<file path="config.mk">
export PLATFORM = sky130hd
export DESIGN_NAME = ipv4_header_parse_classify_unit
export DESIGN_NICKNAME = d
export VERILOG_FILES = /design/src/iphpc_pkg.sv /design/src/iphpc_front.sv /design/src/iphpc_queue.sv /design/src/iphpc_back.sv /design/src/ipv4_header_parse_classify_unit.sv
export SDC_FILE = /design/constraint.sdc
export NUM_CORES = 1
export LEC_CHECK = 0
export ABC_AREA = 1
export BUFFER_PORTS_ARGS = -buffer_cell sky130_fd_sc_hd__buf_2
export CAP_MARGIN = 5
export CORE_MARGIN = 4
export CORE_UTILIZATION = 65
export DETAILED_ROUTE_END_ITERATION = 6
export PLACE_DENSITY = 0.85
export SKIP_LAST_GASP = 1
export SLEW_MARGIN = 20
export SYNTH_ARGS = -nofsm -noshare
export SYNTH_HDL_FRONTEND = slang
export SYNTH_SLANG_ARGS = --single-unit
</file>
<file path="constraint.sdc">
create_clock -name clk -period 26 [get_ports clk]
set_clock_uncertainty 0.1 [all_clocks]
set_input_delay 7.8 -clock clk [delete_from_list [all_inputs] [get_ports clk]]
set_output_delay 7.8 -clock clk [all_outputs]
set_load 0.02 [all_outputs]
</file>
<file path="src/iphpc_pkg.sv">
// shared types, constants and the payload method matcher for the ipv4 header parser
// no dependencies
package iphpc_pkg;

  localparam int unsigned MAX_PACKET_BYTES = 65535;
  localparam int unsigned QUEUE_DEPTH      = 2;
  localparam int unsigned QUEUE_AW         = 1;

  localparam logic [15:0] WEB_PORT_RST        = 16'd80;
  localparam logic [15:0] SECURE_WEB_PORT_RST = 16'd443;

  localparam logic [3:0] IP_VER4 = 4'd4;
  localparam logic [3:0] IP_VER6 = 4'd6;
  localparam logic [7:0] PROTO_TCP = 8'd6;
  localparam logic [7:0] PROTO_UDP = 8'd17;
  localparam logic [3:0] NIBBLE_MASK = 4'h0F;

  localparam logic [2:0] KIND_UNKNOWN  = 3'd0;
  localparam logic [2:0] KIND_TCP      = 3'd1;
  localparam logic [2:0] KIND_TCP_DATA = 3'd2;
  localparam logic [2:0] KIND_UDP_DATA = 3'd3;
  localparam logic [2:0] KIND_V6       = 3'd4;

  localparam logic [1:0] APP_NONE   = 2'd0;
  localparam logic [1:0] APP_WEB    = 2'd1;
  localparam logic [1:0] APP_SECURE = 2'd2;

  localparam logic STATUS_OK  = 1'b0;
  localparam logic STATUS_ERR = 1'b1;

  localparam logic REG_WEB_PORT        = 1'b0;
  localparam logic REG_SECURE_WEB_PORT = 1'b1;

  localparam logic [23:0] MTH_GET    = "GET";
  localparam logic [31:0] MTH_POST   = "POST";
  localparam logic [31:0] MTH_HEAD   = "HEAD";
  localparam logic [23:0] MTH_PUT    = "PUT";
  localparam logic [47:0] MTH_DELETE = "DELETE";

  // packet summary handed from the front to the back at the last byte
  typedef struct packed {
    logic        over;
    logic [16:0] len;
    logic [3:0]  ver;
    logic [3:0]  ihl;
    logic [7:0]  proto;
    logic [7:0]  ttl;
    logic [31:0] src_addr;
    logic [31:0] dst_addr;
    logic [15:0] src_port;
    logic [15:0] dst_port;
    logic [3:0]  thw;
    logic [47:0] head;
  } iphpc_summary_t;

  typedef struct packed {
    logic        status;
    logic [2:0]  kind;
    logic [31:0] source_address;
    logic [31:0] dest_address;
    logic [15:0] source_port;
    logic [15:0] dest_port;
    logic [7:0]  hop_limit;
    logic        outbound;
    logic [6:0]  header_length;
    logic [15:0] payload_length;
    logic [1:0]  app_class;
  } iphpc_result_t;

  function automatic logic method_hit(input logic [47:0] head, input logic [16:0] plen);
    method_hit = (plen >= 17'd3 && head[47:24] == MTH_GET)  ||
                 (plen >= 17'd4 && head[47:16] == MTH_POST) ||
                 (plen >= 17'd4 && head[47:16] == MTH_HEAD) ||
                 (plen >= 17'd3 && head[47:24] == MTH_PUT)  ||
                 (plen >= 17'd6 && head == MTH_DELETE);
  endfunction

endpackage

</file>
<file path="src/iphpc_front.sv">
// byte front end: counts bytes, captures header fields, emits a packet summary at the last byte
// depends on iphpc_pkg
module iphpc_front (
  input  logic                     clk,
  input  logic                     rst_n,
  input  logic                     in_valid,
  input  logic                     in_stall,
  input  logic [7:0]               in_data_byte,
  input  logic                     in_last_byte,
  output logic                     push,
  output iphpc_pkg::iphpc_summary_t summary
);

  logic [15:0] pos_r, pos_nxt;
  logic [3:0]  ver_r, ver_nxt;
  logic [3:0]  ihl_r, ihl_nxt;
  logic [7:0]  proto_r, proto_nxt;
  logic [7:0]  ttl_r, ttl_nxt;
  logic [31:0] sa_r, sa_nxt;
  logic [31:0] da_r, da_nxt;
  logic [15:0] sp_r, sp_nxt;
  logic [15:0] dp_r, dp_nxt;
  logic [3:0]  thw_r, thw_nxt;
  logic [47:0] head_r, head_nxt;

  logic        accept;
  logic        l4_on;
  logic        is_tcp;
  logic [16:0] pos17;
  logic [16:0] off;
  logic [16:0] rel;
  logic        past_off;
  logic        have_start;
  logic [16:0] pstart;
  logic [16:0] prel;

  always_comb begin
    accept = in_valid && !in_stall;
    pos17  = {1'b0, pos_r};

    ver_nxt   = (pos_r == 16'd0) ? in_data_byte[7:4] : ver_r;
    ihl_nxt   = (pos_r == 16'd0) ? (in_data_byte[3:0] & iphpc_pkg::NIBBLE_MASK) : ihl_r;
    ttl_nxt   = (pos_r == 16'd8) ? in_data_byte : ttl_r;
    proto_nxt = (pos_r == 16'd9) ? in_data_byte : proto_r;
    sa_nxt    = (pos_r >= 16'd12 && pos_r < 16'd16) ? {sa_r[23:0], in_data_byte} : sa_r;
    da_nxt    = (pos_r >= 16'd16 && pos_r < 16'd20) ? {da_r[23:0], in_data_byte} : da_r;

    l4_on  = (ver_nxt == iphpc_pkg::IP_VER4) && (ihl_nxt >= 4'd5) &&
             (proto_nxt == iphpc_pkg::PROTO_TCP || proto_nxt == iphpc_pkg::PROTO_UDP);
    is_tcp = (proto_nxt == iphpc_pkg::PROTO_TCP);

    off      = {11'd0, ihl_nxt, 2'b00};
    past_off = (pos17 >= off);
    rel      = pos17 - off;

    sp_nxt = sp_r;
    dp_nxt = dp_r;
    thw_nxt = thw_r;
    head_nxt = head_r;
    have_start = 1'b0;
    pstart = '0;
    prel = '0;
    if (l4_on) begin
      if (past_off && rel < 17'd2) begin
        sp_nxt = {sp_r[7:0], in_data_byte};
      end else if (past_off && rel >= 17'd2 && rel < 17'd4) begin
        dp_nxt = {dp_r[7:0], in_data_byte};
      end
      if (is_tcp) begin
        if (past_off && rel == 17'd12) begin
          thw_nxt = in_data_byte[7:4];
        end
        have_start = (thw_nxt >= 4'd5);
        pstart = off + {11'd0, thw_nxt, 2'b00};
      end else begin
        have_start = 1'b1;
        pstart = off + 17'd8;
      end
      prel = pos17 - pstart;
      if (have_start && pos17 >= pstart && prel < 17'd6) begin
        case (prel[2:0])
          3'd0:    head_nxt[47:40] = head_r[47:40] | in_data_byte;
          3'd1:    head_nxt[39:32] = head_r[39:32] | in_data_byte;
          3'd2:    head_nxt[31:24] = head_r[31:24] | in_data_byte;
          3'd3:    head_nxt[23:16] = head_r[23:16] | in_data_byte;
          3'd4:    head_nxt[15:8]  = head_r[15:8]  | in_data_byte;
          default: head_nxt[7:0]   = head_r[7:0]   | in_data_byte;
        endcase
      end
    end

    pos_nxt = (pos_r == 16'hFFFF) ? pos_r : pos_r + 16'd1;

    push = accept && in_last_byte;
    summary.over     = (pos17 >= 17'(iphpc_pkg::MAX_PACKET_BYTES));
    summary.len      = pos17 + 17'd1;
    summary.ver      = ver_nxt;
    summary.ihl      = ihl_nxt;
    summary.proto    = proto_nxt;
    summary.ttl      = ttl_nxt;
    summary.src_addr = sa_nxt;
    summary.dst_addr = da_nxt;
    summary.src_port = sp_nxt;
    summary.dst_port = dp_nxt;
    summary.thw      = thw_nxt;
    summary.head     = head_nxt;
  end

  always_ff @(posedge clk) begin
    if (!rst_n || push) begin
      pos_r   <= '0;
      ver_r   <= '0;
      ihl_r   <= '0;
      proto_r <= '0;
      ttl_r   <= '0;
      sa_r    <= '0;
      da_r    <= '0;
      sp_r    <= '0;
      dp_r    <= '0;
      thw_r   <= '0;
      head_r  <= '0;
    end else if (accept) begin
      pos_r   <= pos_nxt;
      ver_r   <= ver_nxt;
      ihl_r   <= ihl_nxt;
      proto_r <= proto_nxt;
      ttl_r   <= ttl_nxt;
      sa_r    <= sa_nxt;
      da_r    <= da_nxt;
      sp_r    <= sp_nxt;
      dp_r    <= dp_nxt;
      thw_r   <= thw_nxt;
      head_r  <= head_nxt;
    end
  end

endmodule

</file>
<file path="src/iphpc_queue.sv">
// two-entry summary queue between the front and the back
// depends on iphpc_pkg
module iphpc_queue (
  input  logic                     clk,
  input  logic                     rst_n,
  input  logic                     wr_en,
  input  iphpc_pkg::iphpc_summary_t wr_data,
  output logic                     full,
  input  logic                     rd_en,
  output iphpc_pkg::iphpc_summary_t rd_data,
  output logic                     empty
);

  iphpc_pkg::iphpc_summary_t mem_r [iphpc_pkg::QUEUE_DEPTH];
  logic [iphpc_pkg::QUEUE_AW-1:0] wr_ptr_r, rd_ptr_r;
  logic [iphpc_pkg::QUEUE_AW:0]   count_r, count_nxt;
  logic do_wr, do_rd;

  always_comb begin
    full    = (count_r == (iphpc_pkg::QUEUE_AW + 1)'(iphpc_pkg::QUEUE_DEPTH));
    empty   = (count_r == '0);
    do_wr   = wr_en && !full;
    do_rd   = rd_en && !empty;
    rd_data = mem_r[rd_ptr_r];
    count_nxt = count_r;
    if (do_wr && !do_rd) begin
      count_nxt = count_r + 1'b1;
    end else if (do_rd && !do_wr) begin
      count_nxt = count_r - 1'b1;
    end
  end

  always_ff @(posedge clk) begin
    if (!rst_n) begin
      wr_ptr_r <= '0;
      rd_ptr_r <= '0;
      count_r  <= '0;
    end else begin
      count_r <= count_nxt;
      if (do_wr) begin
        wr_ptr_r <= wr_ptr_r + 1'b1;
      end
      if (do_rd) begin
        rd_ptr_r <= rd_ptr_r + 1'b1;
      end
    end
  end

  always_ff @(posedge clk) begin
    if (do_wr) begin
      mem_r[wr_ptr_r] <= wr_data;
    end
  end

endmodule

</file>
<file path="src/iphpc_back.sv">
// back end: validates lengths, classifies the packet and holds the result register
// depends on iphpc_pkg
module iphpc_back (
  input  logic                      clk,
  input  logic                      rst_n,
  input  iphpc_pkg::iphpc_summary_t q_data,
  input  logic                      q_empty,
  output logic                      q_pop,
  input  logic [15:0]               web_port,
  input  logic [15:0]               secure_web_port,
  input  logic                      out_stall,
  output logic                      out_valid,
  output iphpc_pkg::iphpc_result_t  result
);

  logic                     out_valid_r, out_valid_nxt;
  iphpc_pkg::iphpc_result_t res_r, res_nxt;

  logic        err;
  logic [16:0] off;
  logic [16:0] tcp_len;
  logic [16:0] hdr;
  logic [16:0] pl;
  logic [2:0]  kind;
  logic [1:0]  app;
  logic        has_ports;

  always_comb begin
    off     = {11'd0, q_data.ihl, 2'b00};
    tcp_len = {11'd0, q_data.thw, 2'b00};
    err       = q_data.over || (q_data.len < 17'd20);
    hdr       = '0;
    pl        = '0;
    kind      = iphpc_pkg::KIND_UNKNOWN;
    app       = iphpc_pkg::APP_NONE;
    has_ports = 1'b0;

    if (!err && q_data.ver == iphpc_pkg::IP_VER6) begin
      kind = iphpc_pkg::KIND_V6;
      if (secure_web_port == 16'd0) begin
        app = iphpc_pkg::APP_SECURE;
      end
    end else if (!err && q_data.ver == iphpc_pkg::IP_VER4) begin
      if (q_data.ihl < 4'd5 || q_data.len < off) begin
        err = 1'b1;
      end else if (q_data.proto == iphpc_pkg::PROTO_TCP) begin
        hdr = off + tcp_len;
        if (q_data.len < off + 17'd20 || q_data.thw < 4'd5 || q_data.len < hdr) begin
          err = 1'b1;
        end else begin
          pl        = q_data.len - hdr;
          kind      = (pl != '0) ? iphpc_pkg::KIND_TCP_DATA : iphpc_pkg::KIND_TCP;
          has_ports = 1'b1;
        end
      end else if (q_data.proto == iphpc_pkg::PROTO_UDP) begin
        hdr = off + 17'd8;
        if (q_data.len < hdr) begin
          err = 1'b1;
        end else begin
          pl        = q_data.len - hdr;
          kind      = (pl != '0) ? iphpc_pkg::KIND_UDP_DATA : iphpc_pkg::KIND_UNKNOWN;
          has_ports = 1'b1;
        end
      end else begin
        hdr = off;
      end
      if (!err) begin
        if (kind == iphpc_pkg::KIND_TCP_DATA && q_data.dst_port == web_port &&
            iphpc_pkg::method_hit(q_data.head, pl)) begin
          app = iphpc_pkg::APP_WEB;
        end else if ((kind == iphpc_pkg::KIND_TCP || kind == iphpc_pkg::KIND_TCP_DATA) &&
                     q_data.dst_port == secure_web_port) begin
          app = iphpc_pkg::APP_SECURE;
        end
      end
    end else begin
      err = 1'b1;
    end

    res_nxt = '0;
    if (err) begin
      res_nxt.status = iphpc_pkg::STATUS_ERR;
    end else begin
      res_nxt.status    = iphpc_pkg::STATUS_OK;
      res_nxt.kind      = kind;
      res_nxt.app_class = app;
      if (q_data.ver == iphpc_pkg::IP_VER4) begin
        res_nxt.source_address = q_data.src_addr;
        res_nxt.dest_address   = q_data.dst_addr;
        res_nxt.hop_limit      = q_data.ttl;
        res_nxt.outbound       = (q_data.src_addr < q_data.dst_addr);
        res_nxt.header_length  = hdr[6:0];
        res_nxt.payload_length = pl[15:0];
        if (has_ports) begin
          res_nxt.source_port = q_data.src_port;
          res_nxt.dest_port   = q_data.dst_port;
        end
      end
    end

    q_pop = !q_empty && (!out_valid_r || !out_stall);
    out_valid_nxt = out_valid_r;
    if (q_pop) begin
      out_valid_nxt = 1'b1;
    end else if (!out_stall) begin
      out_valid_nxt = 1'b0;
    end

    out_valid = out_valid_r;
    result    = res_r;
  end

  always_ff @(posedge clk) begin
    if (!rst_n) begin
      out_valid_r <= 1'b0;
    end else begin
      out_valid_r <= out_valid_nxt;
    end
  end

  always_ff @(posedge clk) begin
    if (q_pop) begin
      res_r <= res_nxt;
    end
  end

endmodule

</file>
<file path="src/ipv4_header_parse_classify_unit.sv">
// ipv4 header parser and classifier: one byte per cycle, back to back, unless stalled
// summary queued at the last byte; result registered when popped, then held under stall
// a two-entry queue sits between the byte front end and the classifier, so bytes keep flowing
// while a result waits; bytes stall only when two finished packets are queued
// reset clears the parse state, sets web_port to 80 and secure_web_port to 443
// depends on iphpc_pkg, iphpc_front, iphpc_queue, iphpc_back
module ipv4_header_parse_classify_unit (
  input  logic        clk,
  input  logic        rst_n,
  input  logic        in_valid,
  output logic        in_stall,
  input  logic [7:0]  in_data_byte,
  input  logic        in_last_byte,
  output logic        out_valid,
  input  logic        out_stall,
  output logic        out_status,
  output logic [2:0]  out_kind,
  output logic [31:0] out_source_address,
  output logic [31:0] out_dest_address,
  output logic [15:0] out_source_port,
  output logic [15:0] out_dest_port,
  output logic [7:0]  out_hop_limit,
  output logic        out_outbound,
  output logic [6:0]  out_header_length,
  output logic [15:0] out_payload_length,
  output logic [1:0]  out_app_class,
  input  logic        psel,
  input  logic        penable,
  input  logic        pwrite,
  input  logic [2:0]  paddr,
  input  logic [31:0] pwdata,
  output logic [31:0] prdata,
  output logic        pready
);

  logic [15:0] web_port_r;
  logic [15:0] secure_web_port_r;
  logic        cfg_wr;

  logic                      push;
  iphpc_pkg::iphpc_summary_t summary;
  iphpc_pkg::iphpc_summary_t q_data;
  logic                      q_full;
  logic                      q_empty;
  logic                      q_pop;
  iphpc_pkg::iphpc_result_t  result;

  always_comb begin
    pready = 1'b1;
    cfg_wr = psel && penable && pwrite;
    unique case (paddr[2])
      iphpc_pkg::REG_WEB_PORT:        prdata = {16'd0, web_port_r};
      iphpc_pkg::REG_SECURE_WEB_PORT: prdata = {16'd0, secure_web_port_r};
      default:                        prdata = '0;
    endcase
  end

  always_ff @(posedge clk) begin
    if (!rst_n) begin
      web_port_r        <= iphpc_pkg::WEB_PORT_RST;
      secure_web_port_r <= iphpc_pkg::SECURE_WEB_PORT_RST;
    end else if (cfg_wr) begin
      if (paddr[2] == iphpc_pkg::REG_WEB_PORT) begin
        web_port_r <= pwdata[15:0];
      end else begin
        secure_web_port_r <= pwdata[15:0];
      end
    end
  end

  assign in_stall = q_full;

  iphpc_front u_front (
    .clk          (clk),
    .rst_n        (rst_n),
    .in_valid     (in_valid),
    .in_stall     (in_stall),
    .in_data_byte (in_data_byte),
    .in_last_byte (in_last_byte),
    .push         (push),
    .summary      (summary)
  );

  iphpc_queue u_queue (
    .clk     (clk),
    .rst_n   (rst_n),
    .wr_en   (push),
    .wr_data (summary),
    .full    (q_full),
    .rd_en   (q_pop),
    .rd_data (q_data),
    .empty   (q_empty)
  );

  iphpc_back u_back (
    .clk             (clk),
    .rst_n           (rst_n),
    .q_data          (q_data),
    .q_empty         (q_empty),
    .q_pop           (q_pop),
    .web_port        (web_port_r),
    .secure_web_port (secure_web_port_r),
    .out_stall       (out_stall),
    .out_valid       (out_valid),
    .result          (result)
  );

  assign out_status         = result.status;
  assign out_kind           = result.kind;
  assign out_source_address = result.source_address;
  assign out_dest_address   = result.dest_address;
  assign out_source_port    = result.source_port;
  assign out_dest_port      = result.dest_port;
  assign out_hop_limit      = result.hop_limit;
  assign out_outbound       = result.outbound;
  assign out_header_length  = result.header_length;
  assign out_payload_length = result.payload_length;
  assign out_app_class      = result.app_class;

endmodule
</file>
-- Word level (Yosys, flattened, before mapping)
Memory sizes are Yosys's and may differ from the RTL's. A register that Yosys moved wholly into a read port is not among the register bits.
Index checks and enable logic that the tools add are counted.
- memories: 1
- logic and storage cells: 251
- memory bits (writable): 380
- output and inout bits: 169
- register bits: 359
- input port bits: 51
- memory list (name ; words ; width ; read ports ; clocked after memory_dff ; write ports ; line ; source):
    u_queue.mem_r ; 2 ; 190 ; 1 ; 1 ; 1 ; iphpc_queue.sv:14 ; iphpc_pkg::iphpc_summary_t mem_r [iphpc_pkg::QUEUE_DEPTH];
- add/subtract/negate cells: 15
- reductions and logical operators: 65
- mux-type cells: 80
- bitwise operators: 11
- magnitude comparators: 24
- eq/ne operators: 26
- operators with widths (operator ; count):
    17-bit 2-to-1 mux ; 9
    48-bit 2-to-1 mux ; 2
    16-bit 2-to-1 mux ; 5
    32-bit by 31-bit equality test with 1-bit output, second input constant ; 2
    32-bit 2-to-1 mux ; 2
    8-bit 2-to-1 mux ; 8
    32-bit one-hot mux with 2 select lines ; 1
    17-bit < comparator ; 3
    24-bit by 23-bit equality test with 1-bit output, second input constant ; 2
    48-bit by 47-bit equality test with 1-bit output, second input constant ; 1
    8-bit bitwise OR ; 6
    17-bit by 2-bit greater-or-equal comparator with 1-bit output, second input constant ; 2
    17-bit by 3-bit greater-or-equal comparator with 1-bit output, second input constant ; 2
    17-bit by 3-bit < comparator with 1-bit output, second input constant ; 2
    17-bit nonzero test ; 2
    17-bit subtractor ; 2
    16-bit equality test ; 2
    16-bit by 4-bit equality test with 1-bit output, second input constant ; 2
    16-bit zero test ; 2
    16-bit by 5-bit < comparator with 1-bit output, second input constant ; 2
    32-bit < comparator ; 1
    1-bit logical AND ; 29
    4-bit 2-to-1 mux ; 7
    3-bit 2-to-1 mux ; 9
    other kinds (44) ; 116

-- Depth between registers and ports, before layout
- depth after elaboration: 20
- depth in mapped cells: 47
- depth with buffers taken out: 45

-- Hierarchy
Synthesis repeated with hierarchy kept, for this count alone.
- cell total of the unflattened synthesis: 3605
- area, all modules: 35519.1 um^2
- by module, submodules not included (module ; times used ; area an instance (um^2) ; cells each ; sequential area each (um^2)):
    iphpc_queue ; 1 ; 14347.5 ; 629 ; 11511.0
    iphpc_front ; 1 ; 10928.0 ; 1703 ; 3763.6
    iphpc_back ; 1 ; 8563.2 ; 1018 ; 3983.8
    ipv4_header_parse_classify_unit ; 1 ; 1680.4 ; 255 ; 640.6

-- Worst setup path after synthesis
OpenSTA, ideal clock, no wires.
- path type: input to register
- from: input port in_valid
- to: memory u_queue.mem_r[0][0] (netlist bit) (enable)
- path buffers: 0
- arrival time: 16.047 ns
- library setup time: 0.741 ns
- setup slack: 9.112 ns
- cell stages on the path: 4
- required time: 25.159 ns
- cell sequence: o21ai_1 clkinv_1 nand2_1 nor2_1
- cells in the longest elaborated chain, start to end: 5
- RTL lines (element ; line ; source):
    start: declaration ; ipv4_header_parse_classify_unit.sv:10 ; input logic in_valid,
    1-bit logical AND ; iphpc_front.sv:38 ; accept = in_valid && !in_stall;
    1-bit logical AND ; iphpc_front.sv:94 ; push = accept && in_last_byte;
    1-bit logical AND ; iphpc_queue.sv:22 ; do_wr = wr_en && !full;
    1-bit 2-to-1 mux ; iphpc_queue.sv:50 ; if (do_wr) begin
    1-bit 2-to-1 mux (not written as such) ; iphpc_queue.sv:51 ; mem_r[wr_ptr_r] <= wr_data;
    end: declaration ; iphpc_queue.sv:14 ;
No other way between the ends.

-- Final worst setup path
- from: input port paddr[2]
- to: output port prdata[7]
- cells in the longest elaborated chain, start to end: 2
- RTL lines (element ; line ; source):
    start: declaration ; ipv4_header_parse_classify_unit.sv:30 ; input logic [2:0] paddr,
    1-bit inverter (no line) ; - ;
    32-bit one-hot mux with 2 select lines (*) ; ipv4_header_parse_classify_unit.sv:51 ; unique case (paddr[2])
    end: declaration ; ipv4_header_parse_classify_unit.sv:32 ; output logic [31:0] prdata,
Every way passes the cells marked *; elsewhere a longest branch is shown, timed or not. The select of a mux whose other input is x is not followed.

==> summary.txt <==
Status
  – Outcome: complete, but fails checks
  – Failing checks: design-rule violations

Yosys
  – Area fraction of the dominant cell type after synthesis: 0.4455
  – EDFF count, synth: 510
  – Top FF cell, synth: edfxtp_1
  – Count of different cell masters after synthesis: 62
  – Synthesis Warnings: 0
  – Area leader, netlist: edfxtp_1
  – Count leader, synth: edfxtp_1
  – Synthesized area per cell: 9.724 sq um
  – Asr flop ratio synth: 0
  – Sequential area share after synthesis: 0.5772
  – Post-synthesis instance area: 34,370 sq um
  – Synth Register Bits: 736
  – Synth top area cells: edfxtp_1 (45%), dfxtp_1 (13%), o21ai_0 (5.9%), nand2_1 (5.3%), inv_1 (5.1%)
  – Mapped Cells: 3,535
  – Post-synth top cells: edfxtp_1 (510), nand2_1 (489), inv_1 (470)

Routing
  – Total wire length: 87.27 mm
  – WL met3: 8.363 mm
  – Post-DR vias/cell: 5.953
  – Initial DRC Count: 3,023
  – WL/cell: 19.77 um
  – Routed Antenna Nets: 0
  – Met2 WL: 41.59 mm
  – Post-route DRC: 3
  – M1 WL: 33.90 mm
  – Vias: 26,280
  – Drt pass-1 iters: 7
  – Top sig layer: met4

Critical path
  – WS Path Type: primary input to output port
  – Worst path top cell family by delay: buffers and inverters
  – Worst reg2reg path depth: 41
  – CP cell instances: buf_2 -> inv_1 -> o21ai_0 -> buf_2
  – R2r endpoint: u_queue.mem_r[0][26]$_DFFE_PP_
  – Crit-path max FO: 24
  – CP Launch Type: primary input
  – Critical path arrival: 8.91 ns
  – Crit-path slowest cell: buf_2
  – CP required: 18.10 ns
  – R2r setup slk: 17.76 ns
  – WP buf/inv: 3
  – Worst Setup EP: prdata[7]
  – Worst path max stage delay: 0.36 ns
  – CP most frequent cell: buf_2
  – Setup crit end kind: output port
  – Crit path depth: 4
  – Reg2reg start: u_front.pos_r[0]$_SDFFE_PP0P_
  – Critical path origin: paddr[2]

Timing
  – Crit path time final: 16.81 ns
  – Worst-Margin Slew: 1.097 ns
  – Hold slack: 0.3536 ns
  – RSZ-0062 raised after global routing: false
  – Final setup fails: 0
  – Highest clock rate: 59.49 MHz
  – Max-slew violation count: 0
  – Max_slew headroom: 0.2617
  – Final period util: 0.6465
  – Setup TNS: 0 ns
  – Fin worst setup slack: 9.192 ns
  – Final Hold Viols: 0

Final layout
  – Layout cell share with drive strength beyond 1: 0.1379
  – # fillers: 3,468
  – Non-filler cells, final: 4,415
  – Area of the multi-input gates: 11,970 sq um
  – Antenna diodes: 0
  – Final instance area: 38,280 sq um
  – Register area: 19,840 sq um
  – Area Overhead vs Synth: 11.35%
  – Layout Utilization: 0.7298
  – Nets: 3,793

Floorplanning
  – Die X: 238.0 um
  – Total core area: 52,450 sq um
  – Initial Utilization: 0.6554
  – Die ar.: 56,630 sq um
  – # rows: 84
  – Die Span Y: 238.0 um
  – Io pins: 220

GRT
  – Initial antenna violation count: 1
  – Largest net degree at the start of global routing: 167
  – Gr ovfl total: 0
  – Vias in the first global route: 25,270
  – Gr usage total: 0.3007
  – First-pass GRT wire length: 135.3 mm

Clocking
  – Worst-Skew Late Latency: 0.62 ns
  – Total number of H-tree levels: 3
  – Setup Fix Bufs, Post-CTS: 0
  – CTS tree: yes
  – CTS Buffer Depth: 3
  – Reg clk slew, reported paths: 0.05 ns
  – TritonCTS buffer count: 76
  – Hold_buf cts: 0
  – CTS Sinks: 736
  – Post-CTS sizing: 0
  – Clock root buffer: clkbuf_16

Power
  – PwrDens: 106.0 nW/um^2
  – Switching share of total power: 0.3726
  – Gate power share: 0.341
  – Tot Pwr: 4.056 mW
  – Clock Power Share: 0.275
  – Sequential power share: 0.384
  – Leak: 15.93 nW
  – Total net switching power: 1.511 mW
  – Max VDD drop: 0.1013 mV
  – Int Pwr: 2.545 mW

Worst hold path
  – HP Class: flip-flop to flip-flop

Placement
  – GP Congestion: 0.9569
  – Pre-CTS setup slack: 9.231 ns
  – IO buf count: 182
  – Placed cells: 4,274
  – Dpl hpwl: 55.74 mm
  – Post-DP Area: 35,670 sq um

Job
  – MaxCap Viol Count: 0
[state kept, by name, indices dropped and copies added, names as in the netlist, 8 cells and up, named ones only]
signal,count
u_queue.mem_r,378
u_back.result,132
u_front.head_r,48
u_front.da_r,32
u_front.sa_r,32
secure_web_port_r,16
u_front.dp_r,16
u_front.pos_r,16
u_front.sp_r,16
web_port_r,16
u_front.proto_r,8
u_front.ttl_r,8
[per-layer routing]
| layer | track usage | vias to the layer above |
|---|---|---|
| li1 | - | 12140 |
| met1 | 0.4013 | 12470 |
| met2 | 0.4962 | 1434 |
| met3 | 0.05213 | 242 |
| met4 | 0.1196 | 0 |
| met5 | 0 | - |
[how the worst min path moves through the flow]
stage | start | end | slack (ns) | depth (start not counted)
floorplan | u_queue.rd_ptr_r$_SDFFE_PN0P_ | flip-flop | 0.33 | 1
global placement | u_queue.rd_ptr_r$_SDFFE_PN0P_ | flip-flop | 0.33 | 1
detailed placement | u_queue.rd_ptr_r$_SDFFE_PN0P_ | flip-flop | 0.35 | 1
CTS | u_queue.rd_ptr_r$_SDFFE_PN0P_ | flip-flop | 0.36 | 1
global route | u_queue.rd_ptr_r$_SDFFE_PN0P_ | flip-flop | 0.39 | 1
finish | u_queue.rd_ptr_r$_SDFFE_PN0P_ | flip-flop | 0.35 | 1
[power by group through the flow]
stage	clock network, mW	logic (mW)	registers, mW
floorplan	0	0.871	1.67
CTS	1.12	1.36	1.56
global placement	0	1.30	1.57
global route	1.17	1.51	1.57
finish	1.12	1.38	1.56
detailed placement	0	1.34	1.58
[area by class of cell]
class                   count  share of cell area
clock buffers             109             0.05773
clock inverters            32             0.01004
inverters                 490             0.04822
multi-input cells        2150              0.3128
flip-flops and latches    736              0.5184
well taps                 688             0.02249
repair buffers            210             0.03027
[cell families after synthesis]
family,count (synthesis),synth area share
compound gates,746,0.1153
xor+xnor,74,0.01886
fa+ha+maj,78,0.02927
buf+inv,666,0.07830
flops,736,0.5772
mux,67,0.01951
other cells,2,0.0002185
simple gates,1166,0.1614
[worst reg2reg max path: cells and delay by family (launching register included)]
family          cells  cell delay (ns)
buf+inv             7             1.40
xor+xnor            1             0.16
fa+ha+maj           6             1.58
simple gates       22             3.03
flops               1             0.39
compound gates      5             1.47
[cell usage in the layout, fill, tap and decap left out, types with 8 or more instances in the layout]
cell type | netlist | layout
nand2_1 | 489 | 488
nor3_1 | 65 | 65
clkbuf_16 | 0 | 79
nand4_1 | 33 | 33
clkbuf_8 | 0 | 12
or2_2 | 57 | 58
conb_1 | 2 | 19
inv_2 | 14 | 15
clkinv_1 | 6 | 10
a21oi_2 | 21 | 21
nand2_4 | 8 | 9
buf_2 | 25 | 182
xor2_1 | 60 | 60
nand3_4 | 22 | 22
nand3b_1 | 8 | 8
nor4_1 | 20 | 19
inv_1 | 470 | 468
dfxtp_1 | 226 | 225
o21ai_0 | 407 | 407
nand3_2 | 13 | 14
nand2_2 | 15 | 15
a21oi_1 | 220 | 220
edfxtp_1 | 510 | 510
mux2i_1 | 67 | 67
nor2_2 | 11 | 11
a211oi_1 | 14 | 13
ha_1 | 74 | 74
o21ai_1 | 43 | 42
clkinv_2 | 0 | 12
nand3_1 | 113 | 112
xnor2_1 | 14 | 14
nor2_1 | 294 | 292
clkbuf_1 | 118 | 18
buf_4 | 22 | 25
Power figures use the tool's default switching activity.
